$ cat src/c8ic_pkg.sv
package c8ic_pkg;

	// Sizes
	localparam int PC_W        = 12;
	localparam int MEM_BYTES   = 4096;
	localparam int ADDR_W      = $clog2(MEM_BYTES);
	localparam int STACK_DEPTH = 16;
	localparam int SP_W        = $clog2(STACK_DEPTH);
	localparam int SCREEN_W    = 64;
	localparam int SCREEN_H    = 32;
	localparam int COL_W       = $clog2(SCREEN_W);
	localparam int ROW_W       = $clog2(SCREEN_H);
	localparam int CNT_W       = ROW_W + 1;

	localparam logic [PC_W-1:0] RESET_PC  = 12'h200;
	localparam logic [15:0]     FONT_BASE = 16'h0050;
	localparam logic [15:0]     ADDR_MASK = 16'h0FFF;

	// Opcode groups (top nibble)
	localparam logic [3:0] G_SYS  = 4'h0;
	localparam logic [3:0] G_JP   = 4'h1;
	localparam logic [3:0] G_CALL = 4'h2;
	localparam logic [3:0] G_SE   = 4'h3;
	localparam logic [3:0] G_SNE  = 4'h4;
	localparam logic [3:0] G_SER  = 4'h5;
	localparam logic [3:0] G_LD   = 4'h6;
	localparam logic [3:0] G_ADD  = 4'h7;
	localparam logic [3:0] G_ALU  = 4'h8;
	localparam logic [3:0] G_SNER = 4'h9;
	localparam logic [3:0] G_LDI  = 4'hA;
	localparam logic [3:0] G_JPV  = 4'hB;
	localparam logic [3:0] G_RND  = 4'hC;
	localparam logic [3:0] G_DRW  = 4'hD;
	localparam logic [3:0] G_KEY  = 4'hE;
	localparam logic [3:0] G_MISC = 4'hF;

	localparam logic [15:0] OP_CLS = 16'h00E0;
	localparam logic [15:0] OP_RET = 16'h00EE;

	// 8XYN sub-codes
	localparam logic [3:0] N_MOV  = 4'h0;
	localparam logic [3:0] N_OR   = 4'h1;
	localparam logic [3:0] N_AND  = 4'h2;
	localparam logic [3:0] N_XOR  = 4'h3;
	localparam logic [3:0] N_ADD  = 4'h4;
	localparam logic [3:0] N_SUB  = 4'h5;
	localparam logic [3:0] N_SHR  = 4'h6;
	localparam logic [3:0] N_SUBN = 4'h7;
	localparam logic [3:0] N_SHL  = 4'hE;

	// EXNN / FXNN sub-codes
	localparam logic [7:0] EX_SKP       = 8'h9E;
	localparam logic [7:0] EX_SKNP      = 8'hA1;
	localparam logic [7:0] FX_GET_DELAY = 8'h07;
	localparam logic [7:0] FX_WAIT_KEY  = 8'h0A;
	localparam logic [7:0] FX_SET_DELAY = 8'h15;
	localparam logic [7:0] FX_SET_SOUND = 8'h18;
	localparam logic [7:0] FX_ADD_INDEX = 8'h1E;
	localparam logic [7:0] FX_FONT      = 8'h29;
	localparam logic [7:0] FX_BCD       = 8'h33;
	localparam logic [7:0] FX_STORE     = 8'h55;
	localparam logic [7:0] FX_LOAD      = 8'h65;

	// Config register indexes
	localparam logic CFG_SUPER_QUIRKS   = 1'b0;
	localparam logic CFG_INDEX_OVERFLOW = 1'b1;

	typedef enum logic [1:0] {
		MODE_EXEC = 2'd0,
		MODE_TICK = 2'd1,
		MODE_LOAD = 2'd2,
		MODE_ROW  = 2'd3
	} mode_t;

	typedef struct packed {
		mode_t       mode;
		logic [15:0] key_mask;
		logic [7:0]  random_byte;
		logic [11:0] load_address;
		logic [7:0]  load_byte;
		logic [4:0]  row_select;
	} item_t;

	typedef struct packed {
		logic [11:0] program_counter;
		logic        screen_changed;
		logic        sound_active;
		logic        waiting_for_key;
		logic [63:0] row_pixels;
	} result_t;

	typedef struct packed {
		logic super_quirks;
		logic index_overflow_flag;
	} cfg_t;

	typedef struct packed {
		logic              we;
		logic [ADDR_W-1:0] addr;
		logic [7:0]        wdata;
	} mem_req_t;

	typedef enum logic [3:0] {
		ALU_PASS_B,
		ALU_OR,
		ALU_AND,
		ALU_XOR,
		ALU_ADD,
		ALU_SUB,
		ALU_SUBN,
		ALU_SHR,
		ALU_SHL
	} alu_op_t;

	typedef struct packed {
		logic [7:0] res;
		logic       flag;
	} alu_out_t;

	typedef enum logic [4:0] {
		S_CLEAR,
		S_IDLE,
		S_FETCH0,
		S_FETCH1,
		S_FETCH2,
		S_RDX,
		S_RDY,
		S_EXEC,
		S_WRF,
		S_CLS,
		S_DRAW_RD,
		S_DRAW_WR,
		S_DRAW_VF,
		S_BCD,
		S_STORE,
		S_LOAD_RD,
		S_LOAD_WR,
		S_IDXADD,
		S_ROW,
		S_DONE
	} state_t;

endpackage

$ cat src/c8ic_alu.sv
module c8ic_alu (
	input  c8ic_pkg::alu_op_t  op,
	input  logic [7:0]         a,
	input  logic [7:0]         b,
	output c8ic_pkg::alu_out_t y
);
	import c8ic_pkg::*;

	logic [8:0] sum;

	assign sum = {1'b0, a} + {1'b0, b};

	always_comb begin
		y.res  = b;
		y.flag = 1'b0;
		case (op)
			ALU_PASS_B: y.res = b;
			ALU_OR:     y.res = a | b;
			ALU_AND:    y.res = a & b;
			ALU_XOR:    y.res = a ^ b;
			ALU_ADD: begin
				y.res  = sum[7:0];
				y.flag = sum[8];
			end
			ALU_SUB: begin
				y.res  = a - b;
				y.flag = (a >= b);
			end
			ALU_SUBN: begin
				y.res  = b - a;
				y.flag = (b >= a);
			end
			ALU_SHR: begin
				y.res  = {1'b0, a[7:1]};
				y.flag = a[0];
			end
			ALU_SHL: begin
				y.res  = {a[6:0], 1'b0};
				y.flag = a[7];
			end
			default: y.res = b;
		endcase
	end

endmodule

$ cat src/c8ic_seq.sv
module c8ic_seq (
	input  logic               clk,
	input  logic               arst_n,
	input  logic               item_valid,
	input  c8ic_pkg::item_t    item,
	output logic               item_stall,
	input  c8ic_pkg::cfg_t     cfg,
	input  logic               out_free,
	output logic               done,
	output c8ic_pkg::result_t  res,
	output c8ic_pkg::mem_req_t mem_req,
	input  logic [7:0]         mem_rdata
);
	import c8ic_pkg::*;

	// architectural state
	logic [7:0]      rf_q [16];
	logic [PC_W-1:0] stack_q [STACK_DEPTH];
	logic [SP_W-1:0] sp_q;
	logic [PC_W-1:0] pc_q;
	logic [15:0]     idx_q;
	logic [7:0]      dt_q;
	logic [7:0]      st_q;
	logic [63:0]     pix_q [SCREEN_H];

	// working registers
	state_t            state_q, state_d;
	item_t             item_q;
	logic [15:0]       op_q;
	logic [7:0]        vx_q, vy_q;
	logic              flag_q, coll_q, changed_q, waiting_q;
	logic [63:0]       row_q, pix_rd_q;
	logic [CNT_W-1:0]  cnt_q;
	logic [ADDR_W-1:0] clr_q;

	// combinational
	logic              accept;
	logic [3:0]        opg, rx, ry, rn;
	logic [7:0]        nn;
	logic [PC_W-1:0]   nnn;
	logic [3:0]        ra;
	logic [7:0]        rf_rd;
	logic              rf_we;
	logic [3:0]        rf_wa;
	logic [7:0]        rf_wd;
	logic [ROW_W-1:0]  pix_ra, pix_wa;
	logic              pix_we;
	logic [63:0]       pix_wd, sprite;
	alu_op_t           alu_op;
	logic [7:0]        alu_a, alu_b;
	alu_out_t          alu_y;
	logic              alu_zero, key_held, key_any, draw_go;
	logic [3:0]        key_low;
	logic [15:0]       idx_sum;
	logic [ADDR_W-1:0] idx_mem;
	logic [CNT_W-1:0]  draw_row, cnt_m1;
	logic [SP_W-1:0]   sp_inc, sp_dec;

	function automatic logic [7:0] bcd_digit(input logic [7:0] v, input logic [1:0] sel);
		logic [15:0] p_h, p_t;
		logic [7:0]  h, t, q2;
		p_h = 16'(v) * 16'd41;
		h   = {4'b0, p_h[15:12]};
		p_t = 16'(v) * 16'd205;
		t   = {3'b0, p_t[15:11]};
		q2  = 8'((16'(t) * 16'd13) >> 7);
		case (sel)
			2'd0:    bcd_digit = h;
			2'd1:    bcd_digit = t - 8'(q2 * 8'd10);
			default: bcd_digit = v - 8'(t * 8'd10);
		endcase
	endfunction

	function automatic logic [3:0] lowest_key(input logic [15:0] k);
		logic [3:0] r;
		r = 4'd0;
		for (int i = 15; i >= 0; i--) begin
			if (k[i]) r = 4'(i);
		end
		return r;
	endfunction

	c8ic_alu u_alu (
		.op (alu_op),
		.a  (alu_a),
		.b  (alu_b),
		.y  (alu_y)
	);

	assign opg = op_q[15:12];
	assign rx  = op_q[11:8];
	assign ry  = op_q[7:4];
	assign rn  = op_q[3:0];
	assign nn  = op_q[7:0];
	assign nnn = op_q[11:0];

	assign accept     = (state_q == S_IDLE) && item_valid;
	assign item_stall = (state_q != S_IDLE);
	assign rf_rd      = rf_q[ra];
	assign alu_zero   = (alu_y.res == 8'd0);
	assign key_held   = (vx_q[7:4] == 4'd0) && item_q.key_mask[vx_q[3:0]];
	assign key_any    = |item_q.key_mask;
	assign key_low    = lowest_key(item_q.key_mask);
	assign idx_sum    = idx_q + {8'b0, vx_q};
	assign idx_mem    = idx_q[ADDR_W-1:0] + ADDR_W'(cnt_q);
	assign draw_row   = {1'b0, vy_q[ROW_W-1:0]} + cnt_q;
	assign draw_go    = (cnt_q < CNT_W'(rn)) && (draw_row < CNT_W'(SCREEN_H));
	assign cnt_m1     = cnt_q - CNT_W'(1);
	assign sprite     = {mem_rdata, 56'b0} >> vx_q[COL_W-1:0];
	assign sp_inc     = (sp_q == SP_W'(STACK_DEPTH - 1)) ? '0 : sp_q + SP_W'(1);
	assign sp_dec     = (sp_q == '0) ? SP_W'(STACK_DEPTH - 1) : sp_q - SP_W'(1);

	assign done                = (state_q == S_DONE) && out_free;
	assign res.program_counter = pc_q;
	assign res.screen_changed  = changed_q;
	assign res.sound_active    = (st_q != 8'd0);
	assign res.waiting_for_key = waiting_q;
	assign res.row_pixels      = row_q;

	// next state
	always_comb begin
		state_d = state_q;
		case (state_q)
			S_CLEAR: if (clr_q == '1) state_d = S_IDLE;
			S_IDLE: begin
				if (accept) begin
					case (item.mode)
						MODE_EXEC: state_d = S_FETCH0;
						MODE_ROW:  state_d = S_ROW;
						default:   state_d = S_DONE;
					endcase
				end
			end
			S_FETCH0: state_d = S_FETCH1;
			S_FETCH1: state_d = S_FETCH2;
			S_FETCH2: state_d = S_RDX;
			S_RDX:    state_d = S_RDY;
			S_RDY:    state_d = S_EXEC;
			S_EXEC: begin
				state_d = S_DONE;
				case (opg)
					G_SYS: if (op_q == OP_CLS) state_d = S_CLS;
					G_ALU: begin
						if (rn == N_ADD || rn == N_SUB || rn == N_SHR ||
						    rn == N_SUBN || rn == N_SHL)
							state_d = S_WRF;
					end
					G_DRW: state_d = S_DRAW_RD;
					G_MISC: begin
						case (nn)
							FX_ADD_INDEX: if (cfg.index_overflow_flag) state_d = S_WRF;
							FX_BCD:       state_d = S_BCD;
							FX_STORE:     state_d = S_STORE;
							FX_LOAD:      state_d = S_LOAD_RD;
							default:      state_d = S_DONE;
						endcase
					end
					default: state_d = S_DONE;
				endcase
			end
			S_WRF:     state_d = S_DONE;
			S_CLS:     if (cnt_q == CNT_W'(SCREEN_H)) state_d = S_DONE;
			S_DRAW_RD: state_d = draw_go ? S_DRAW_WR : S_DRAW_VF;
			S_DRAW_WR: state_d = S_DRAW_RD;
			S_DRAW_VF: state_d = S_DONE;
			S_BCD:     if (cnt_q == CNT_W'(2)) state_d = S_DONE;
			S_STORE:   if (cnt_q[3:0] == rx) state_d = S_IDXADD;
			S_LOAD_RD: state_d = S_LOAD_WR;
			S_LOAD_WR: state_d = (cnt_q[3:0] == rx) ? S_IDXADD : S_LOAD_RD;
			S_IDXADD:  state_d = S_DONE;
			S_ROW:     state_d = S_DONE;
			S_DONE:    if (out_free) state_d = S_IDLE;
			default:   state_d = S_IDLE;
		endcase
	end

	// datapath controls
	always_comb begin
		mem_req.we    = 1'b0;
		mem_req.addr  = ADDR_W'(pc_q);
		mem_req.wdata = 8'd0;
		pix_ra        = '0;
		pix_we        = 1'b0;
		pix_wa        = '0;
		pix_wd        = '0;
		ra            = rx;
		rf_we         = 1'b0;
		rf_wa         = rx;
		rf_wd         = 8'd0;
		alu_op        = ALU_XOR;
		alu_a         = vx_q;
		alu_b         = nn;
		case (state_q)
			S_CLEAR: begin
				mem_req.we   = 1'b1;
				mem_req.addr = clr_q;
				pix_we       = (clr_q < ADDR_W'(SCREEN_H));
				pix_wa       = clr_q[ROW_W-1:0];
			end
			S_IDLE: begin
				if (accept && item.mode == MODE_LOAD) begin
					mem_req.we    = 1'b1;
					mem_req.addr  = ADDR_W'(item.load_address);
					mem_req.wdata = item.load_byte;
				end
				pix_ra = item.row_select;
			end
			S_FETCH1: mem_req.addr = ADDR_W'(pc_q + PC_W'(1));
			S_RDY: begin
				if (opg == G_JPV)
					ra = cfg.super_quirks ? rx : 4'd0;
				else
					ra = ry;
			end
			S_EXEC: begin
				case (opg)
					G_SER, G_SNER: alu_b = vy_q;
					G_LD: begin
						rf_we = 1'b1;
						rf_wd = nn;
					end
					G_ADD: begin
						alu_op = ALU_ADD;
						rf_we  = 1'b1;
						rf_wd  = alu_y.res;
					end
					G_ALU: begin
						alu_b = vy_q;
						rf_we = 1'b1;
						rf_wd = alu_y.res;
						case (rn)
							N_MOV:  alu_op = ALU_PASS_B;
							N_OR:   alu_op = ALU_OR;
							N_AND:  alu_op = ALU_AND;
							N_XOR:  alu_op = ALU_XOR;
							N_ADD:  alu_op = ALU_ADD;
							N_SUB:  alu_op = ALU_SUB;
							N_SUBN: alu_op = ALU_SUBN;
							N_SHR: begin
								alu_op = ALU_SHR;
								alu_a  = cfg.super_quirks ? vx_q : vy_q;
							end
							N_SHL: begin
								alu_op = ALU_SHL;
								alu_a  = cfg.super_quirks ? vx_q : vy_q;
							end
							default: rf_we = 1'b0;
						endcase
					end
					G_RND: begin
						rf_we = 1'b1;
						rf_wd = item_q.random_byte & nn;
					end
					G_MISC: begin
						case (nn)
							FX_GET_DELAY: begin
								rf_we = 1'b1;
								rf_wd = dt_q;
							end
							FX_WAIT_KEY: begin
								rf_we = key_any;
								rf_wd = {4'b0, key_low};
							end
							default: rf_we = 1'b0;
						endcase
					end
					default: rf_we = 1'b0;
				endcase
			end
			S_WRF: begin
				rf_we = 1'b1;
				rf_wa = 4'hF;
				rf_wd = {7'b0, flag_q};
			end
			S_CLS: begin
				pix_ra = cnt_q[ROW_W-1:0];
				pix_we = (cnt_q != '0);
				pix_wa = cnt_m1[ROW_W-1:0];
			end
			S_DRAW_RD: begin
				mem_req.addr = idx_mem;
				pix_ra       = draw_row[ROW_W-1:0];
			end
			S_DRAW_WR: begin
				pix_we = 1'b1;
				pix_wa = draw_row[ROW_W-1:0];
				pix_wd = pix_rd_q ^ sprite;
			end
			S_DRAW_VF: begin
				rf_we = 1'b1;
				rf_wa = 4'hF;
				rf_wd = {7'b0, coll_q};
			end
			S_BCD: begin
				mem_req.we    = 1'b1;
				mem_req.addr  = idx_mem;
				mem_req.wdata = bcd_digit(vx_q, cnt_q[1:0]);
			end
			S_STORE: begin
				ra            = cnt_q[3:0];
				mem_req.we    = 1'b1;
				mem_req.addr  = idx_mem;
				mem_req.wdata = rf_rd;
			end
			S_LOAD_RD: mem_req.addr = idx_mem;
			S_LOAD_WR: begin
				rf_we = 1'b1;
				rf_wa = cnt_q[3:0];
				rf_wd = mem_rdata;
			end
			default: rf_we = 1'b0;
		endcase
	end

	// display memory
	always_ff @(posedge clk) begin
		if (pix_we) begin
			pix_q[pix_wa] <= pix_wd;
		end
		pix_rd_q <= pix_q[pix_ra];
	end

	// payload registers
	always_ff @(posedge clk) begin
		if (accept) begin
			item_q <= item;
		end
		case (state_q)
			S_FETCH1: op_q[15:8] <= mem_rdata;
			S_FETCH2: op_q[7:0]  <= mem_rdata;
			S_RDX:    vx_q       <= rf_rd;
			S_RDY:    vy_q       <= rf_rd;
			default:  vx_q       <= vx_q;
		endcase
	end

	// control and architectural registers
	always_ff @(posedge clk or negedge arst_n) begin
		if (!arst_n) begin
			state_q   <= S_CLEAR;
			clr_q     <= '0;
			cnt_q     <= '0;
			sp_q      <= '0;
			pc_q      <= RESET_PC;
			idx_q     <= '0;
			dt_q      <= '0;
			st_q      <= '0;
			flag_q    <= 1'b0;
			coll_q    <= 1'b0;
			changed_q <= 1'b0;
			waiting_q <= 1'b0;
			row_q     <= '0;
			for (int i = 0; i < 16; i++) rf_q[i] <= '0;
			for (int i = 0; i < STACK_DEPTH; i++) stack_q[i] <= '0;
		end else begin
			state_q <= state_d;
			if (rf_we) begin
				rf_q[rf_wa] <= rf_wd;
			end
			case (state_q)
				S_CLEAR: clr_q <= clr_q + ADDR_W'(1);
				S_IDLE: begin
					if (accept) begin
						changed_q <= 1'b0;
						waiting_q <= 1'b0;
						row_q     <= '0;
						if (item.mode == MODE_TICK) begin
							if (dt_q != 8'd0) dt_q <= dt_q - 8'd1;
							if (st_q != 8'd0) st_q <= st_q - 8'd1;
						end
					end
				end
				S_FETCH2: pc_q <= pc_q + PC_W'(2);
				S_EXEC: begin
					cnt_q  <= '0;
					coll_q <= 1'b0;
					case (opg)
						G_SYS: begin
							if (op_q == OP_RET) begin
								sp_q <= sp_dec;
								pc_q <= stack_q[sp_dec];
							end
						end
						G_JP: pc_q <= nnn;
						G_CALL: begin
							stack_q[sp_q] <= pc_q;
							sp_q          <= sp_inc;
							pc_q          <= nnn;
						end
						G_SE:   if (alu_zero) pc_q <= pc_q + PC_W'(2);
						G_SNE:  if (!alu_zero) pc_q <= pc_q + PC_W'(2);
						G_SER:  if (rn == 4'd0 && alu_zero) pc_q <= pc_q + PC_W'(2);
						G_SNER: if (!alu_zero) pc_q <= pc_q + PC_W'(2);
						G_ALU:  flag_q <= alu_y.flag;
						G_LDI:  idx_q <= 16'(nnn);
						G_JPV:  pc_q <= nnn + {4'b0, vy_q};
						G_KEY: begin
							if ((nn == EX_SKP && key_held) || (nn == EX_SKNP && !key_held))
								pc_q <= pc_q + PC_W'(2);
						end
						G_MISC: begin
							case (nn)
								FX_SET_DELAY: dt_q <= vx_q;
								FX_SET_SOUND: st_q <= vx_q;
								FX_ADD_INDEX: begin
									idx_q  <= idx_sum;
									flag_q <= (idx_sum > ADDR_MASK);
								end
								FX_WAIT_KEY: begin
									if (!key_any) begin
										pc_q      <= pc_q - PC_W'(2);
										waiting_q <= 1'b1;
									end
								end
								FX_FONT: idx_q <= 16'({vx_q[3:0], 2'b00}) + 16'(vx_q[3:0]) + FONT_BASE;
								default: flag_q <= flag_q;
							endcase
						end
						default: flag_q <= flag_q;
					endcase
				end
				S_CLS: begin
					if (cnt_q != '0 && pix_rd_q != '0) changed_q <= 1'b1;
					cnt_q <= cnt_q + CNT_W'(1);
				end
				S_DRAW_WR: begin
					if ((pix_rd_q & sprite) != '0) coll_q <= 1'b1;
					if (sprite != '0) changed_q <= 1'b1;
					cnt_q <= cnt_q + CNT_W'(1);
				end
				S_BCD, S_STORE, S_LOAD_WR: cnt_q <= cnt_q + CNT_W'(1);
				S_IDXADD: if (!cfg.super_quirks) idx_q <= idx_q + 16'(rx) + 16'd1;
				S_ROW: row_q <= pix_rd_q;
				default: cnt_q <= cnt_q;
			endcase
		end
	end

endmodule

$ cat config.mk
export PLATFORM = sky130hd
export DESIGN_NAME = c8ic_seq
export DESIGN_NICKNAME = d
export VERILOG_FILES = /design/src/c8ic_pkg.sv /design/src/c8ic_alu.sv /design/src/c8ic_seq.sv
export SDC_FILE = /design/constraint.sdc
export NUM_CORES = 2
export LEC_CHECK = 0
export BUFFER_PORTS_ARGS = -buffer_cell sky130_fd_sc_hd__buf_2
export CORE_ASPECT_RATIO = 1.4
export CORE_MARGIN = 2
export CORE_UTILIZATION = 40
export CTS_CLUSTER_SIZE = 10
export DETAILED_ROUTE_END_ITERATION = 8
export PLACE_DENSITY = 0.65
export SLEW_MARGIN = 15
export SYNTH_ARGS = -nofsm -noshare
export SYNTH_HDL_FRONTEND = slang
export SYNTH_SLANG_ARGS = --single-unit
$ cat constraint.sdc
create_clock -name clk -period 17.8 [get_ports clk]
set_clock_uncertainty 0.15 [all_clocks]
set_input_delay 3.56 -clock clk [delete_from_list [all_inputs] [get_ports clk]]
set_output_delay 3.56 -clock clk [all_outputs]
set_load 0.01 [all_outputs]
==> results_dict.tcl <==
set metrics [dict create \
    via_count 79800 \
    ys.flop_type "edfxtp_1" \
    cts-root-buf "clkbuf_16" \
    ir_worst_vdd_mv 0.213 \
    fmax_mhz 79.7 \
    cts_tree "yes" \
    worst_skew_pair.late_latency_ps 850 \
    powerDensity_nw_per_um2 156 \
    post_synth_most_frequent_cells "2104 x edfxtp_1, 1396 x nand2_1, 763 x a211oi_1, 660 x clkbuf_1, 621 x and2_1" \
    cts_resized 0 \
    ys_top_cells_by_area "edfxtp_1 54%, dfrtp_1 9.8%, a211oi_1 4.9%, nand2_1 4.5%, and2_1 3.3%" \
    cts_hold_buf 0 \
    track_usage_pct 23.4 \
    cts_sinks 2627 \
    crit_fanout 18 \
    num_rows 235 \
    clk_pin_slew_ps 60 \
    drtIter0Drc 9155 \
    grt_pass1_vias 78200 \
    globalplace.congestion 0.917 \
    avgViaCountPerCell 6.00 \
    hold_ws_ps 334 \
    cts_setup_buffers 0 \
    criticalPathCategory "reg -> out" \
    crit_path_start_kind "flip-flop" \
    syn-num-nets 9557 \
    start_util_pct 40.2 \
    route.detailed.drc 0 \
    period_needed_ps 12550 \
    antenna_found_initial 28 \
    avgSynthCellArea_um2 12.8 \
    synth_area_leader_cell "edfxtp_1" \
    netlist.area_leader.share_pct 53.8 \
    worstPathRequired_ps 14090 \
    slew_viol_final 0 \
    maxSlewHeadroom_pct 20.1 \
    cpMostUsedCell "ha_1" \
    min_period_over_period_pct 70.5 \
    endpoint_kind "output pin" \
    hp-class "reg -> reg" \
    grt_pass1_wl_mm 520 \
    h-tree-depth 5 \
    synth_seq_cells 2627 \
    placedCellCount 12800 \
    clockBufferDepth 4 \
    synth_edf_count 2104 \
    post-route-util_pct 45.0 \
    maxCapViolations 0 \
    finalSetupViolCount 0 \
    die_x_um 462 \
    synth_cell_types 97 \
    pin_count 167 \
    finalHoldViolCount 0 \
    fill_cells 25800 \
    core_um2 293000 \
    arrival_ps 8840 \
    outcome "complete, no violations" \
    max_stage_delay_ps 760 \
    chipHeight_um 645 \
    crit_path_top_delay_cell "edfxtp_1" \
    yosysMostFrequentCell "edfxtp_1" \
    worst_pin_slew_ps 1190 \
    netlist_area_um2 118000 \
    synth_cells 9217 \
    power_mw 20.5 \
    grt_overflow 0 \
    nNetsFinal 9542 \
    rsz0062_at_grt "no" \
    hpwl_mm 207 \
    syn2layout_area_growth_pct 11.9 \
    fin_tns_setup_ps 0 \
    leakage_nw 49.6 \
    antenna_left 0 \
    final_cells 13300 \
    drive_gt1_share_pct 12.5 \
    first_pass_iters 8 \
    ys_seq_area_share_pct 64.6 \
    grt_max_degree 198 \
    wl_per_cell_um 27.0 \
    synthArstFlopShare_pct 17.5 \
    yosys_warnings 0 \
    port_buffers 166 \
    cts_buffers 311 \
    wirelength_mm 360 \
    die-area_um2 298000 \
]
[routing by layer]
metal,track usage (%),routed length [um],vias to the layer above
li1,-,-,34800
met1,28.6,135000,40400
met2,39.1,174000,3676
met3,4.68,29900,958
met4,12.2,20500,4
met5,0,19,-
[cells in the final DEF, fill, tap and decap left out, drive strengths merged, types with 16 or more instances in the layout]
master and count:
mux4 57, a211oi 765, buf 359, clkbuf 468, o21bai 18, fa 24
o21ai 213, nand2 1396, xnor2 61, o22ai 16, nand2b 20, dfrtp 458
ha 251, nor2 269, o211ai 22, dfxtp 64, a31oi 303, o22a 24
a22o 17, inv 149, a21oi 367, a221oi 20, mux2 317, and2 621
a22oi 16, a311oi 275, edfxtp 2104, nor2b 27, a21o 110, nand3 56
nor4 58, xor2 39, nor3 73, mux2i 49, nand4 34, a222oi 16
and3 26
[critical path, delay by kind of cell (launching register included)]
kind | cells | cell delay, ps
buffers and inverters | 5 | 680
AOI/OAI and AO/OA | 12 | 2790
adders and majority gates | 8 | 2990
xor gates and xnor gates | 3 | 760
DFF | 1 | 760
[final timing paths]
path | from | endpoint | slack [ps] | cells after the start
worst min-delay path | coll_q$_DFFE_PN0P_ | coll_q$_DFFE_PN0P_ | 330 | 2
worst max register to register | state_q[2]$_DFFE_PN0P_ | pc_q[1]$_DFFE_PN0P_ | 9460 | 17
worst min register to register | coll_q$_DFFE_PN0P_ | coll_q$_DFFE_PN0P_ | 330 | 2
max in group asynchronous | arst_n | rf_q[83]$_DFFE_PN0P_ | 12560 | 3
min in group asynchronous | arst_n | pc_q[6]$_DFFE_PN0P_ | 2580 | 1
worst max-delay path | vx_q[2]$_DFFE_PP_ | mem_req[7] | 5250 | 28
[state kept, by name (all words and copies together) (netlist names)]
signal / count
pix_q: 2048
stack_q: 192
rf_q: 128
pix_rd_q: 64
row_q: 64
item_q: 24
idx_q: 16
op_q: 16
clr_q: 12
pc_q: 12
dt_q: 8
st_q: 8
vx_q: 8
vy_q: 8
cnt_q: 6
state_q: 5
sp_q: 4
changed_q: 1
coll_q: 1
flag_q: 1
waiting_q: 1
[cell type report]
class	count	area [um^2]	area share, %
clock buffers	468	8520	6.47
diodes	10	25.0	0.0190
repair buffers	359	2410	1.84
multi-input cells	5764	38900	29.6
flip-flops and latches	2627	75900	57.7
clock inverters	27	339	0.258
inverters	139	522	0.397
well taps	3910	4890	3.72
[metrics by stage]
stage               setup WS, ps  area (um^2)
detailed placement          6170       123000
finish                      5250       132000
global route                4700       132000
floorplan                   7110       118000
CTS                         5180       132000
global placement            6090       123000
[power by group]
| group | switching [mW] | internal (mW) | leakage, nW |
|---|---|---|---|
| Clock | 2.42 | 3.31 | 4.26 |
| Sequential | 0.541 | 7.01 | 29.3 |
| Combinational | 4.73 | 2.46 | 16.0 |
| Total | 7.69 | 12.8 | 49.6 |
[cells by family (layout without fill, tap and decap cells)]
| kind of cell | count (synthesis) | in the layout | synth area share (%) |
|---|---|---|---|
| buf+inv | 826 | 993 | 2.66 |
| other cells | 0 | 10 | 0 |
| compound gates | 2317 | 2317 | 13.8 |
| fa+ha+maj | 275 | 275 | 3.08 |
| flops | 2627 | 2627 | 64.6 |
| xor+xnor | 100 | 100 | 0.745 |
| simple gates | 2649 | 2649 | 10.5 |
| mux | 423 | 423 | 4.55 |
No activity file was read; power rests on OpenSTA's default activity.
